===== config.mk =====
export PLATFORM = sky130hd
export DESIGN_NAME = life_generation_stencil
export DESIGN_NICKNAME = d
export VERILOG_FILES = /design/src/hdl/lgs_pkg.sv /design/src/hdl/lgs_line_buffer.sv /design/src/hdl/lgs_column_cell.sv /design/src/hdl/lgs_sequencer.sv /design/src/hdl/life_generation_stencil.sv
export SDC_FILE = /design/constraint.sdc
export NUM_CORES = 2
export LEC_CHECK = 0
export BUFFER_PORTS_ARGS = -buffer_cell sky130_fd_sc_hd__buf_2
export CAP_MARGIN = 20
export CORE_MARGIN = 2
export CORE_UTILIZATION = 57
export DETAILED_ROUTE_END_ITERATION = 10
export GPL_ROUTABILITY_DRIVEN = 0
export GPL_TIMING_DRIVEN = 0
export PLACE_DENSITY = 0.8
export REMOVE_ABC_BUFFERS = 1
export SYNTH_ARGS = -nofsm -noshare
export SYNTH_HDL_FRONTEND = slang
export SYNTH_SLANG_ARGS = --single-unit
export TNS_END_PERCENT = 20

===== constraint.sdc =====
create_clock -name clk -period 107 [get_ports clk]
set_clock_uncertainty 0.05 [all_clocks]
set_input_delay 26.75 -clock clk [delete_from_list [all_inputs] [get_ports clk]]
set_output_delay 26.75 -clock clk [all_outputs]
set_load 0.03 [all_outputs]

===== src/hdl/lgs_pkg.sv =====
// Shared constants, types and codes for the Life generation stencil.
package lgs_pkg;

  localparam int MAX_COLS = 1024;
  localparam int MAX_ROWS = 4096;

  localparam int COL_W = $clog2(MAX_COLS);  // column index
  localparam int CW    = COL_W + 1;         // column count, holds MAX_COLS + 1
  localparam int ROW_W = $clog2(MAX_ROWS);  // row index
  localparam int RW    = ROW_W + 1;         // row count, holds MAX_ROWS + 1

  localparam int NUM_COLS_W  = 11;
  localparam int NUM_ROWS_W  = 13;
  localparam int CFG_DATA_W  = 13;
  localparam int CFG_INDEX_W = 2;
  localparam int RES_ROW_W   = 12;
  localparam int RES_COL_W   = 10;
  localparam int COUNT_W     = 4;

  localparam int COLS_RESET = 500;
  localparam int ROWS_RESET = 500;

  localparam logic [CFG_INDEX_W-1:0] CFG_NUM_COLS = 2'd0;
  localparam logic [CFG_INDEX_W-1:0] CFG_NUM_ROWS = 2'd1;

  localparam logic OP_CELL  = 1'b0;
  localparam logic OP_DRAIN = 1'b1;

  // One line store entry: the cell two rows up and the cell one row up.
  typedef struct packed {
    logic upper;
    logic middle;
  } line_t;

  // Stencil column, bit 0 top, bit 2 bottom.
  typedef logic [2:0] column_t;

  // Stream position of the item at the input.
  typedef struct packed {
    logic             drain;
    logic [COL_W-1:0] col;
    logic [RW-1:0]    row;
  } pos_t;

  typedef struct packed {
    logic step;
    logic clear;
  } cell_ctrl_t;

endpackage


===== src/hdl/lgs_line_buffer.sv =====
// Two-row line store: one write and one registered read per cycle, with write bypass.
module lgs_line_buffer (
  input  logic                 clk,
  input  logic                 wr_en,
  input  logic [lgs_pkg::COL_W-1:0] wr_addr,
  input  lgs_pkg::line_t       wr_data,
  input  logic [lgs_pkg::COL_W-1:0] rd_addr,
  output lgs_pkg::line_t       rd_data
);
  import lgs_pkg::*;

  line_t mem [MAX_COLS];

  always_ff @(posedge clk) begin
    if (wr_en) begin
      mem[wr_addr] <= wr_data;
    end
    // forward the entry being written when the next read hits it (one-column grid)
    if (wr_en && (wr_addr == rd_addr)) begin
      rd_data <= wr_data;
    end else begin
      rd_data <= mem[rd_addr];
    end
  end

endmodule


===== src/hdl/lgs_column_cell.sv =====
// One stencil column cell: holds three vertical cells and takes its neighbor's column.
module lgs_column_cell (
  input  logic                clk,
  input  logic                rst,
  input  lgs_pkg::cell_ctrl_t ctrl,
  input  lgs_pkg::column_t    d,
  output lgs_pkg::column_t    q
);
  import lgs_pkg::*;

  always_ff @(posedge clk) begin
    if (rst) begin
      q <= '0;
    end else if (ctrl.clear) begin
      q <= '0;
    end else if (ctrl.step) begin
      q <= d;
    end
  end

endmodule


===== src/hdl/lgs_sequencer.sv =====
// Raster position counters and drain tracking for the input stream.
module lgs_sequencer (
  input  logic                      clk,
  input  logic                      rst,
  input  logic                      accept,
  input  logic                      cfg_restart,
  input  logic [lgs_pkg::CW-1:0]    cols,
  input  logic [lgs_pkg::RW-1:0]    rows,
  output lgs_pkg::pos_t             pos,
  output logic [lgs_pkg::COL_W-1:0] col_next,
  output logic                      window_clear
);
  import lgs_pkg::*;

  logic [ROW_W-1:0] in_row, in_row_next;
  logic [COL_W-1:0] in_col, in_col_next;
  logic [CW-1:0]    drain_left, drain_left_next;
  logic             drain;
  logic [CW-1:0]    col_inc;
  logic             col_wrap;
  logic [RW-1:0]    row_inc;
  logic             drain_done;

  always_comb begin
    drain      = (drain_left != '0);
    col_inc    = CW'(in_col) + CW'(1);
    col_wrap   = (col_inc >= cols);
    row_inc    = RW'(in_row) + RW'(1);
    drain_done = accept && drain && (drain_left == CW'(1));

    pos.drain = drain;
    pos.col   = in_col;
    // the last drain position sits one row below the other drain positions
    pos.row   = drain ? (rows + RW'(drain_left == CW'(1))) : RW'(in_row);

    window_clear = cfg_restart || drain_done;

    in_row_next     = in_row;
    in_col_next     = in_col;
    drain_left_next = drain_left;
    if (window_clear) begin
      in_row_next     = '0;
      in_col_next     = '0;
      drain_left_next = '0;
    end else if (accept) begin
      in_col_next = col_wrap ? '0 : col_inc[COL_W-1:0];
      if (drain) begin
        drain_left_next = drain_left - CW'(1);
      end else if (col_wrap) begin
        if (row_inc >= rows) begin
          in_row_next     = '0;
          drain_left_next = cols + CW'(1);
        end else begin
          in_row_next = row_inc[ROW_W-1:0];
        end
      end
    end
    col_next = in_col_next;
  end

  always_ff @(posedge clk) begin
    if (rst) begin
      in_row     <= '0;
      in_col     <= '0;
      drain_left <= '0;
    end else begin
      in_row     <= in_row_next;
      in_col     <= in_col_next;
      drain_left <= drain_left_next;
    end
  end

endmodule


===== src/hdl/life_generation_stencil.sv =====
// Top level: one Life generation (B3/S23) over a raster stream of one-bit cells.
//
//  channel  direction  handshake           payload
//  in       sink       in_valid/in_stall   operation, cell_req
//  out      source     out_valid/out_stall next_state, neighbor_count, result_row,
//                                          result_col, is_last
//  cfg      sink       cfg_valid/cfg_ready cfg_index, cfg_data (ready always high)
//
// One item per clock while in_stall is low. The line store read for the next column
// is issued in the cycle before, so an item passes the stencil in the cycle it is
// accepted and its result, if any, sits in the output queue on the next cycle.
// A two-entry output queue holds results; in_stall rises only when both are full.
// Reset clears counters, window and queue; the line stores are not cleared.
module life_generation_stencil (
  input  logic                              clk,
  input  logic                              rst,
  input  logic                              in_valid,
  output logic                              in_stall,
  input  logic                              operation,
  input  logic                              cell_req,
  output logic                              out_valid,
  input  logic                              out_stall,
  output logic                              next_state,
  output logic [lgs_pkg::COUNT_W-1:0]       neighbor_count,
  output logic [lgs_pkg::RES_ROW_W-1:0]     result_row,
  output logic [lgs_pkg::RES_COL_W-1:0]     result_col,
  output logic                              is_last,
  input  logic                              cfg_valid,
  output logic                              cfg_ready,
  input  logic [lgs_pkg::CFG_INDEX_W-1:0]   cfg_index,
  input  logic [lgs_pkg::CFG_DATA_W-1:0]    cfg_data
);
  import lgs_pkg::*;

  typedef struct packed {
    logic                 next_state;
    logic [COUNT_W-1:0]   neighbor_count;
    logic [RES_ROW_W-1:0] result_row;
    logic [RES_COL_W-1:0] result_col;
    logic                 is_last;
  } result_t;

  logic [CW-1:0] cols;
  logic [RW-1:0] rows;
  logic [NUM_COLS_W-1:0] cols_raw;
  logic [NUM_ROWS_W-1:0] rows_raw;
  logic          cfg_wr;
  logic          cfg_restart;

  logic          accept;
  pos_t          pos;
  logic [COL_W-1:0] col_next;
  logic          window_clear;
  line_t         line_rd, line_wr;
  logic          v, up, mid;
  column_t       newcol, w1, w2, el, em, er;
  cell_ctrl_t    ctrl_w1, ctrl_w2;
  logic          first_col;
  logic [RW-1:0] crow;
  logic [CW-1:0] ccol;
  logic          produce;
  logic [COUNT_W-1:0] count;
  logic          center;
  result_t       res_new;

  result_t       slot0, slot1;
  logic [1:0]    fill;
  logic          push, pop;

  function automatic logic [COUNT_W-1:0] bits3(input column_t c);
    bits3 = COUNT_W'(c[0]) + COUNT_W'(c[1]) + COUNT_W'(c[2]);
  endfunction

  // configuration: store clamped values
  assign cfg_ready   = 1'b1;
  assign cfg_wr      = cfg_valid && cfg_ready;
  assign cfg_restart = cfg_wr && ((cfg_index == CFG_NUM_COLS) || (cfg_index == CFG_NUM_ROWS));
  assign cols_raw    = cfg_data[NUM_COLS_W-1:0];
  assign rows_raw    = cfg_data[NUM_ROWS_W-1:0];

  always_ff @(posedge clk) begin
    if (rst) begin
      cols <= CW'(COLS_RESET);
      rows <= RW'(ROWS_RESET);
    end else if (cfg_wr) begin
      if (cfg_index == CFG_NUM_COLS) begin
        if (cols_raw == '0) begin
          cols <= CW'(1);
        end else if (cols_raw > MAX_COLS) begin
          cols <= CW'(MAX_COLS);
        end else begin
          cols <= CW'(cols_raw);
        end
      end else if (cfg_index == CFG_NUM_ROWS) begin
        if (rows_raw == '0) begin
          rows <= RW'(1);
        end else if (rows_raw > MAX_ROWS) begin
          rows <= RW'(MAX_ROWS);
        end else begin
          rows <= RW'(rows_raw);
        end
      end
    end
  end

  assign accept = in_valid && !in_stall;

  lgs_sequencer u_seq (
    .clk         (clk),
    .rst         (rst),
    .accept      (accept),
    .cfg_restart (cfg_restart),
    .cols        (cols),
    .rows        (rows),
    .pos         (pos),
    .col_next    (col_next),
    .window_clear(window_clear)
  );

  lgs_line_buffer u_lines (
    .clk    (clk),
    .wr_en  (accept),
    .wr_addr(pos.col),
    .wr_data(line_wr),
    .rd_addr(col_next),
    .rd_data(line_rd)
  );

  always_comb begin
    v   = !pos.drain && (operation == OP_CELL) && cell_req;
    // rows above the grid read as dead
    up  = (pos.row >= RW'(2)) ? line_rd.upper  : 1'b0;
    mid = (pos.row >= RW'(1)) ? line_rd.middle : 1'b0;
    newcol = {v, mid, up};
    line_wr.upper  = mid;
    line_wr.middle = v;
    first_col = (pos.col == '0);
  end

  // window: newcol -> w2 -> w1; a new row starts with w1 empty
  always_comb begin
    ctrl_w2.step  = accept;
    ctrl_w2.clear = window_clear;
    ctrl_w1.step  = accept;
    ctrl_w1.clear = window_clear || (accept && first_col);
  end

  lgs_column_cell u_w2 (.clk(clk), .rst(rst), .ctrl(ctrl_w2), .d(newcol), .q(w2));
  lgs_column_cell u_w1 (.clk(clk), .rst(rst), .ctrl(ctrl_w1), .d(w2),     .q(w1));

  always_comb begin
    el = w1;
    em = w2;
    er = first_col ? column_t'(0) : newcol;
    if (first_col) begin
      produce = (pos.row >= RW'(2));
      crow    = pos.row - RW'(2);
      ccol    = cols - CW'(1);
    end else begin
      produce = (pos.row >= RW'(1));
      crow    = pos.row - RW'(1);
      ccol    = CW'(pos.col) - CW'(1);
    end
    produce = produce && (crow < rows);
    center  = em[1];
    count   = bits3(el) + COUNT_W'(em[0]) + COUNT_W'(em[2]) + bits3(er);
    res_new.next_state     = (count == COUNT_W'(3)) || (center && (count == COUNT_W'(2)));
    res_new.neighbor_count = count;
    res_new.result_row     = RES_ROW_W'(crow);
    res_new.result_col     = RES_COL_W'(ccol);
    res_new.is_last        = (crow == rows - RW'(1)) && (ccol == cols - CW'(1));
  end

  // two-entry output queue: slot0 faces the output, slot1 is the skid
  assign push     = accept && produce;
  assign pop      = out_valid && !out_stall;
  assign out_valid = (fill != 2'd0);
  assign in_stall  = (fill == 2'd2);

  always_ff @(posedge clk) begin
    if (rst) begin
      fill <= 2'd0;
    end else begin
      fill <= fill + 2'(push) - 2'(pop);
    end
  end

  always_ff @(posedge clk) begin
    if (((fill == 2'd0) && push) || ((fill == 2'd1) && pop && push)) begin
      slot0 <= res_new;
    end else if ((fill == 2'd2) && pop) begin
      slot0 <= slot1;
    end
    if ((fill == 2'd1) && push && !pop) begin
      slot1 <= res_new;
    end
  end

  assign next_state     = slot0.next_state;
  assign neighbor_count = slot0.neighbor_count;
  assign result_row     = slot0.result_row;
  assign result_col     = slot0.result_col;
  assign is_last        = slot0.is_last;

endmodule


[Word level (Yosys, flattened, before mapping)]
Memories as Yosys holds them, arrays and structs flattened. A register that Yosys moved wholly into a read port is not among the register bits.
Index checks and enable logic that the tools add are counted.
Word-level totals
  memory bits (read-only): 0
  memories kept: 1
  latch bits: 0
  RAM bits: 2048
  word-level logic and storage cells: 121
  bits in registers: 121
Operators by class
  shifts and indexed selects: 0
  multiplexer cells: 22
  $lt $le $gt $ge: 7
  add/subtract/negate cells: 19
  $mul: 0
  reduce and logical (&&, ||, !) cells: 43
  bitwise logic cells: 3
  eq/ne operators: 8
  divide/modulo/power cells: 0
Memory list
  u_lines.mem: depth 1024, bits a word 2, read ports 1, clocked after Yosys merged registers in 1, write ports 1, line lgs_line_buffer.sv:12  | line_t mem [MAX_COLS];
Operators with widths (count)
  2-to-1 mux 11 bit: 6
  2-to-1 mux 28 bit: 2
  2-to-1 mux 13 bit: 4
  2-to-1 mux 10 bit: 3
  subtractor 13 x 1 -> 13 bit, second input constant: 2
  subtractor 11 x 1 -> 11 bit, second input constant: 2
  logical AND 1 bit: 18
  adder 12 x 1 -> 13 bit, second input constant: 1
  adder 13 x 1 -> 13 bit: 1
  == test 13 bit: 1
  >= comparator 13 x 1 -> 1 bit, second input constant: 1
  >= comparator 13 bit: 1
  >= comparator 13 x 2 -> 1 bit, second input constant: 1
  > comparator 13 bit, second input constant: 1
  zero test 13 bit: 1
  less-than comparator 13 bit: 1
  subtractor 13 x 2 -> 13 bit, second input constant: 1
  2-to-1 mux 12 bit: 1
  adder 10 x 1 -> 11 bit, second input constant: 1
  adder 11 x 1 -> 11 bit, second input constant: 1
  == test 11 x 1 -> 1 bit, second input constant: 1
  == test 11 bit: 1
  >= comparator 11 bit: 1
  > comparator 11 bit, second input constant: 1
  24 further kinds: 48

[Depth between registers and ports, before layout]
  depth after elaboration: 13
  depth in mapped cells: 29
  mapped depth without buffers: 29

[Hierarchy]
From an unflattened synthesis, not the netlist that was laid out.
Second synthesis, totals
  cell total of the unflattened synthesis: 5741
  area total of the unflattened synthesis: 92592.6 um^2
Modules (own cells, without submodules)
  lgs_line_buffer: instances 1, seq. area each 61699.2 um^2, area each 83918.0 um^2, cells each 4801
  life_generation_stencil: instances 1, seq. area each 2202.1 um^2, area each 5272.6 um^2, cells each 486
  lgs_sequencer: instances 1, seq. area each 660.6 um^2, area each 3191.8 um^2, cells each 436
  lgs_column_cell: instances 2, seq. area each 60.1 um^2, area each 105.1 um^2, cells each 9

[Worst setup path before layout]
No wires, ideal clock.
  path type: in2reg
  from: input operation
  to: memory u_lines.mem[0][0] (netlist name), data pin
  stages: 1
  slack: 31362 ps
  library setup time: 8251 ps
  arrival: 67337 ps
  buffers on the path: 0
  required time: 98699 ps
  path through: nor3b_1
On the way
  cells in the longest elaborated chain, start to end: 3
Ends and longest elaborated chain
  start, declared: line life_generation_stencil.sv:19  | input logic operation,
  NOT 1 bit: line life_generation_stencil.sv:130  | v = !pos.drain && (operation == OP_CELL) && cell_req;
  logical AND 1 bit (2 in series): line life_generation_stencil.sv:130
  end, declared: line lgs_line_buffer.sv:12
No other way between the ends.

[Worst setup path after layout]
  from: input in_valid
  to: register u_seq.drain_left[10]
On the way
  cells in the longest elaborated chain, start to end: 5
Ends and longest elaborated chain
  start, declared: line life_generation_stencil.sv:17  | input logic in_valid,
  logical AND 1 bit *: line life_generation_stencil.sv:106  | assign accept = in_valid && !in_stall;
  logical AND 1 bit (2 in series): line lgs_sequencer.sv:29  | drain_done = accept && drain && (drain_left == CW'(1));
  logical OR 1 bit: line lgs_sequencer.sv:36  | window_clear = cfg_restart || drain_done;
  OR reduction 2 bit (no source line)
  end signal, assigned: line lgs_sequencer.sv:69  | drain_left <= drain_left_next;
  end, declared: line lgs_sequencer.sv:17  | logic [CW-1:0] drain_left, drain_left_next;
Every way passes the cells marked *; elsewhere a longest branch is shown, timed or not.
A chain may end at the register's enable or synchronous reset.

==> implementation parameters <==
Parameter                              Value

Cells and area
  Layout-stage area growth over the synthesis result    12.3%
  Final-stage net count    ~6000
  Post-layout utilization of the core    64.4%
  Share of layout cells above drive strength 1    about 17%
  Number of non-filler instances in the completed layout    8237
  Post-route cell area    ~0.10 mm^2

Logic synthesis
  EDFF count, synth    2104
  Warning count from the yosys run    0
  Flop and latch count out of synthesis    2179
  Async set-or-reset flop fraction in the synthesized netlist    0%
  Post-synth top area cell    sky130_fd_sc_hd__edfxtp_1
  Mean post-synth cell area    roughly 16 um^2
  Netlist area before placement    slightly above 0.09 mm^2
  Sequential cell area fraction in the yosys report    69.5%
  Netlist cell types    92
  Share of the synthesized area in the top cell type    a little under 70%
  Cell types occupying the most area after synthesis    sky130_fd_sc_hd__edfxtp_1, sky130_fd_sc_hd__mux4_2, sky130_fd_sc_hd__nor2_1
  Cell count after synthesis    5908
  Most instantiated flip-flop cell in the synthesis netlist    sky130_fd_sc_hd__edfxtp_1

CTS
  Quantity of hold-fixing buffers added after cts    0
  Clock tree root driver cell    sky130_fd_sc_hd__clkbuf_16
  TritonCTS clock tree    built
  Number of buffers inserted during clock tree synthesis    208
  Sink Count    2179
  CTS clk-pin slew, worst paths    around 70 ps
  Maximum buffer depth of the clock tree    3
  H-tree Lvls    4
  Clock latency at the later pin of the worst-skew pair    870 ps
  Post-cts gate resize count    0
  Setup bufs post-CTS    0

Placement
  Post-placement cell area    about 0.097 mm^2
  Input/output buffers    51
  Post-placement setup slack    76920 ps
  Number of cells after detailed placement    7835
  Placed wire-length estimate    146000 um

GRT
  Via count of the first global-routing pass    56700
  Global-route usage over all layers    30.5%
  Number of antenna violations at the first check in global routing    6
  Largest net degree at the start of global routing    202
  Wire length of the first global-routing pass    372000 um
  GRT overflow    0

Routing
  Aggregate routed wire length    257000 um
  Post-route DRC violation count    0
  Count of routing violations after the opening detailed-route iteration    9350
  Via density per instance    6.91
  Final ANT Viol Nets    0
  Vias after detailed routing    56900
  Average wire per cell in the routed design    31.2 um
  First-pass detailed-route iteration total    8

Timing
  Hold slack    431 ps
  Worst rel slew slack    17.1%
  Least-Margin Pin Slew    1230 ps
  Number of max-slew violations in the final report    0
  Highest clock rate    about 34 MHz
  Setup tns final    0 ps
  Final critical-path share of the clock period    a little over a quarter
  Setup ws final    77740 ps
  Final count of hold timing violations    0
  Total setup violations reported at the end of the flow    0
  Final critical-path required period    approximately 29000 ps
  Unrepaired setup endpoints after global routing    false

Floorplan
  Core area    0.162 mm^2
  Top Ports    53
  Row Count    148
  Starting density of the core    57.3%
  Vertical die dimension    408 um
  DIE AREA    0.166 mm^2
  Width of the die    408 um

Power and ir drop
  Maximum resistive drop on vdd    0.0213 mV
  Overall power of the completed layout    2.25 mW
  Leak pwr    32.9 nW
  Power density cells    between 20 and 25 mW/mm^2

Job
  Max-Cap Viols    0

Min path
  HP Class    flip-flop to flip-flop

Critical path
  Slowest stage delay, CP    640 ps
  Crit path arrival time    approximately 30000 ps
  Slowest CP cell    sky130_fd_sc_hd__nand2b_1
  Critical path fanouts, max    18
  WP data required    107690 ps
  Startpoint type of the worst setup path    primary input
  Critical path class    primary input to flip-flop
  Ordered cell list for the critical path    buf_2 > nand2_1 > buf_16 > nor2_1 > a21oi_1 > nand2b_1 > buf_8 > or3_1 > o31ai_1
  Crit. End Element    flip-flop

Outcome
  Outcome    finished, final reports clean
[final timing paths]
kind / from / to / slack (ps) / cells after the start
hold / removal: u_w1.q[1]$_SDFFE_PP0P_ / u_w1.q[1]$_SDFFE_PP0P_ / 430 / 2
hold reg to reg: u_w1.q[1]$_SDFFE_PP0P_ / u_w1.q[1]$_SDFFE_PP0P_ / 430 / 2
setup / recovery: in_valid / u_seq.drain_left[10]$_SDFFE_PP0P_ / 77740 / 9
setup reg to reg: flip-flop / next_state$_DFFE_PP_ / 97640 / 24
[registers in the layout, indices dropped and copies added, names as in the netlist, named ones only]
signal,count
u_lines.mem,2048
slot1,28
rows,13
result_row,12
u_seq.in_row,12
cols,11
u_seq.drain_left,11
result_col,10
u_seq.in_col,10
neighbor_count,4
u_w1.q,3
u_w2.q,3
fill,2
is_last,1
next_state,1
[where the power goes]
| group | switching [mW] | internal (mW) |
|---|---|---|
| sequential | 0.00746 | 1.07 |
| clock | 0.322 | 0.413 |
| combinational | 0.291 | 0.154 |
[routing by layer]
layer  track usage (%)  wire length [um]
met5                 0                68
met4              17.8             17200
met3              8.18             34900
met2              48.2            121000
met1              38.1             83700
[synth_stat cells, types with 19 or more instances]
master                     count
sky130_fd_sc_hd__buf_6        47
sky130_fd_sc_hd__mux2i_1     317
sky130_fd_sc_hd__buf_4        26
sky130_fd_sc_hd__nor2b_1      31
sky130_fd_sc_hd__nand3_1      95
sky130_fd_sc_hd__a21oi_1     108
sky130_fd_sc_hd__a221oi_1    105
sky130_fd_sc_hd__edfxtp_1   2104
sky130_fd_sc_hd__mux4_2      375
sky130_fd_sc_hd__a221o_1      43
sky130_fd_sc_hd__nor4_1       24
sky130_fd_sc_hd__o31ai_1      19
sky130_fd_sc_hd__nor2_1     1143
sky130_fd_sc_hd__and3_1       32
sky130_fd_sc_hd__dfxtp_1      75
sky130_fd_sc_hd__a22oi_1      33
sky130_fd_sc_hd__a211oi_1     22
sky130_fd_sc_hd__xnor2_1      70
sky130_fd_sc_hd__o21ai_0     110
sky130_fd_sc_hd__buf_2        48
sky130_fd_sc_hd__buf_1        23
sky130_fd_sc_hd__inv_1        58
sky130_fd_sc_hd__xor2_1       22
sky130_fd_sc_hd__nor3_1       76
sky130_fd_sc_hd__nand2_1     145
sky130_fd_sc_hd__nand4_1      21
sky130_fd_sc_hd__mux2_2       39
sky130_fd_sc_hd__o22ai_1      20
sky130_fd_sc_hd__nand2b_1     33
sky130_fd_sc_hd__clkbuf_1    325
sky130_fd_sc_hd__ha_1         60
[area by class of cell]
type	instances	area, um^2
Clock inverter	142	1330
Tap cell	2175	2720
Sequential cell	2179	64700
Multi-Input combinational cell	3192	26200
Clock buffer	248	5420
Timing Repair Buffer	239	3910
Antenna cell	2	5.00
Fill cell	10300	57900
Inverter	60	243
[cell families (layout without fill, tap and decap cells)]
| kind of cell | Yosys count | after routing | synth area share, % |
|---|---|---|---|
| AND/OR/NAND/NOR | 1689 | 1689 | 7.80 |
| XOR/XNOR | 93 | 93 | 0.890 |
| buffers and inverters | 537 | 689 | 2.82 |
| AO/OA/AOI/OAI | 593 | 593 | 4.55 |
| flip-flops | 2179 | 2179 | 69.5 |
| adder cells (fa/ha/maj) | 66 | 66 | 0.914 |
| other | 1 | 3 | 0.00403 |
| multiplexers | 750 | 750 | 13.5 |
[critical path: cells and delay by family]
kind            cells  cell delay (ps)
simple gates        4             1590
compound gates      2              880
buf+inv             3              700
[cells in the final DEF (no fill, tap or decap), types with 60 or more instances in the layout]
master,n
sky130_fd_sc_hd__a21oi_1,108
sky130_fd_sc_hd__a221oi_1,105
sky130_fd_sc_hd__buf_16,83
sky130_fd_sc_hd__clkbuf_16,211
sky130_fd_sc_hd__dfxtp_1,67
sky130_fd_sc_hd__edfxtp_1,2104
sky130_fd_sc_hd__ha_1,60
sky130_fd_sc_hd__mux2i_1,317
sky130_fd_sc_hd__mux4_2,375
sky130_fd_sc_hd__nand2_1,144
sky130_fd_sc_hd__nand3_1,63
sky130_fd_sc_hd__nor2_1,1141
sky130_fd_sc_hd__nor3_1,74
sky130_fd_sc_hd__o21ai_0,108
sky130_fd_sc_hd__xnor2_1,70
(Power assumes the default switching activity.)
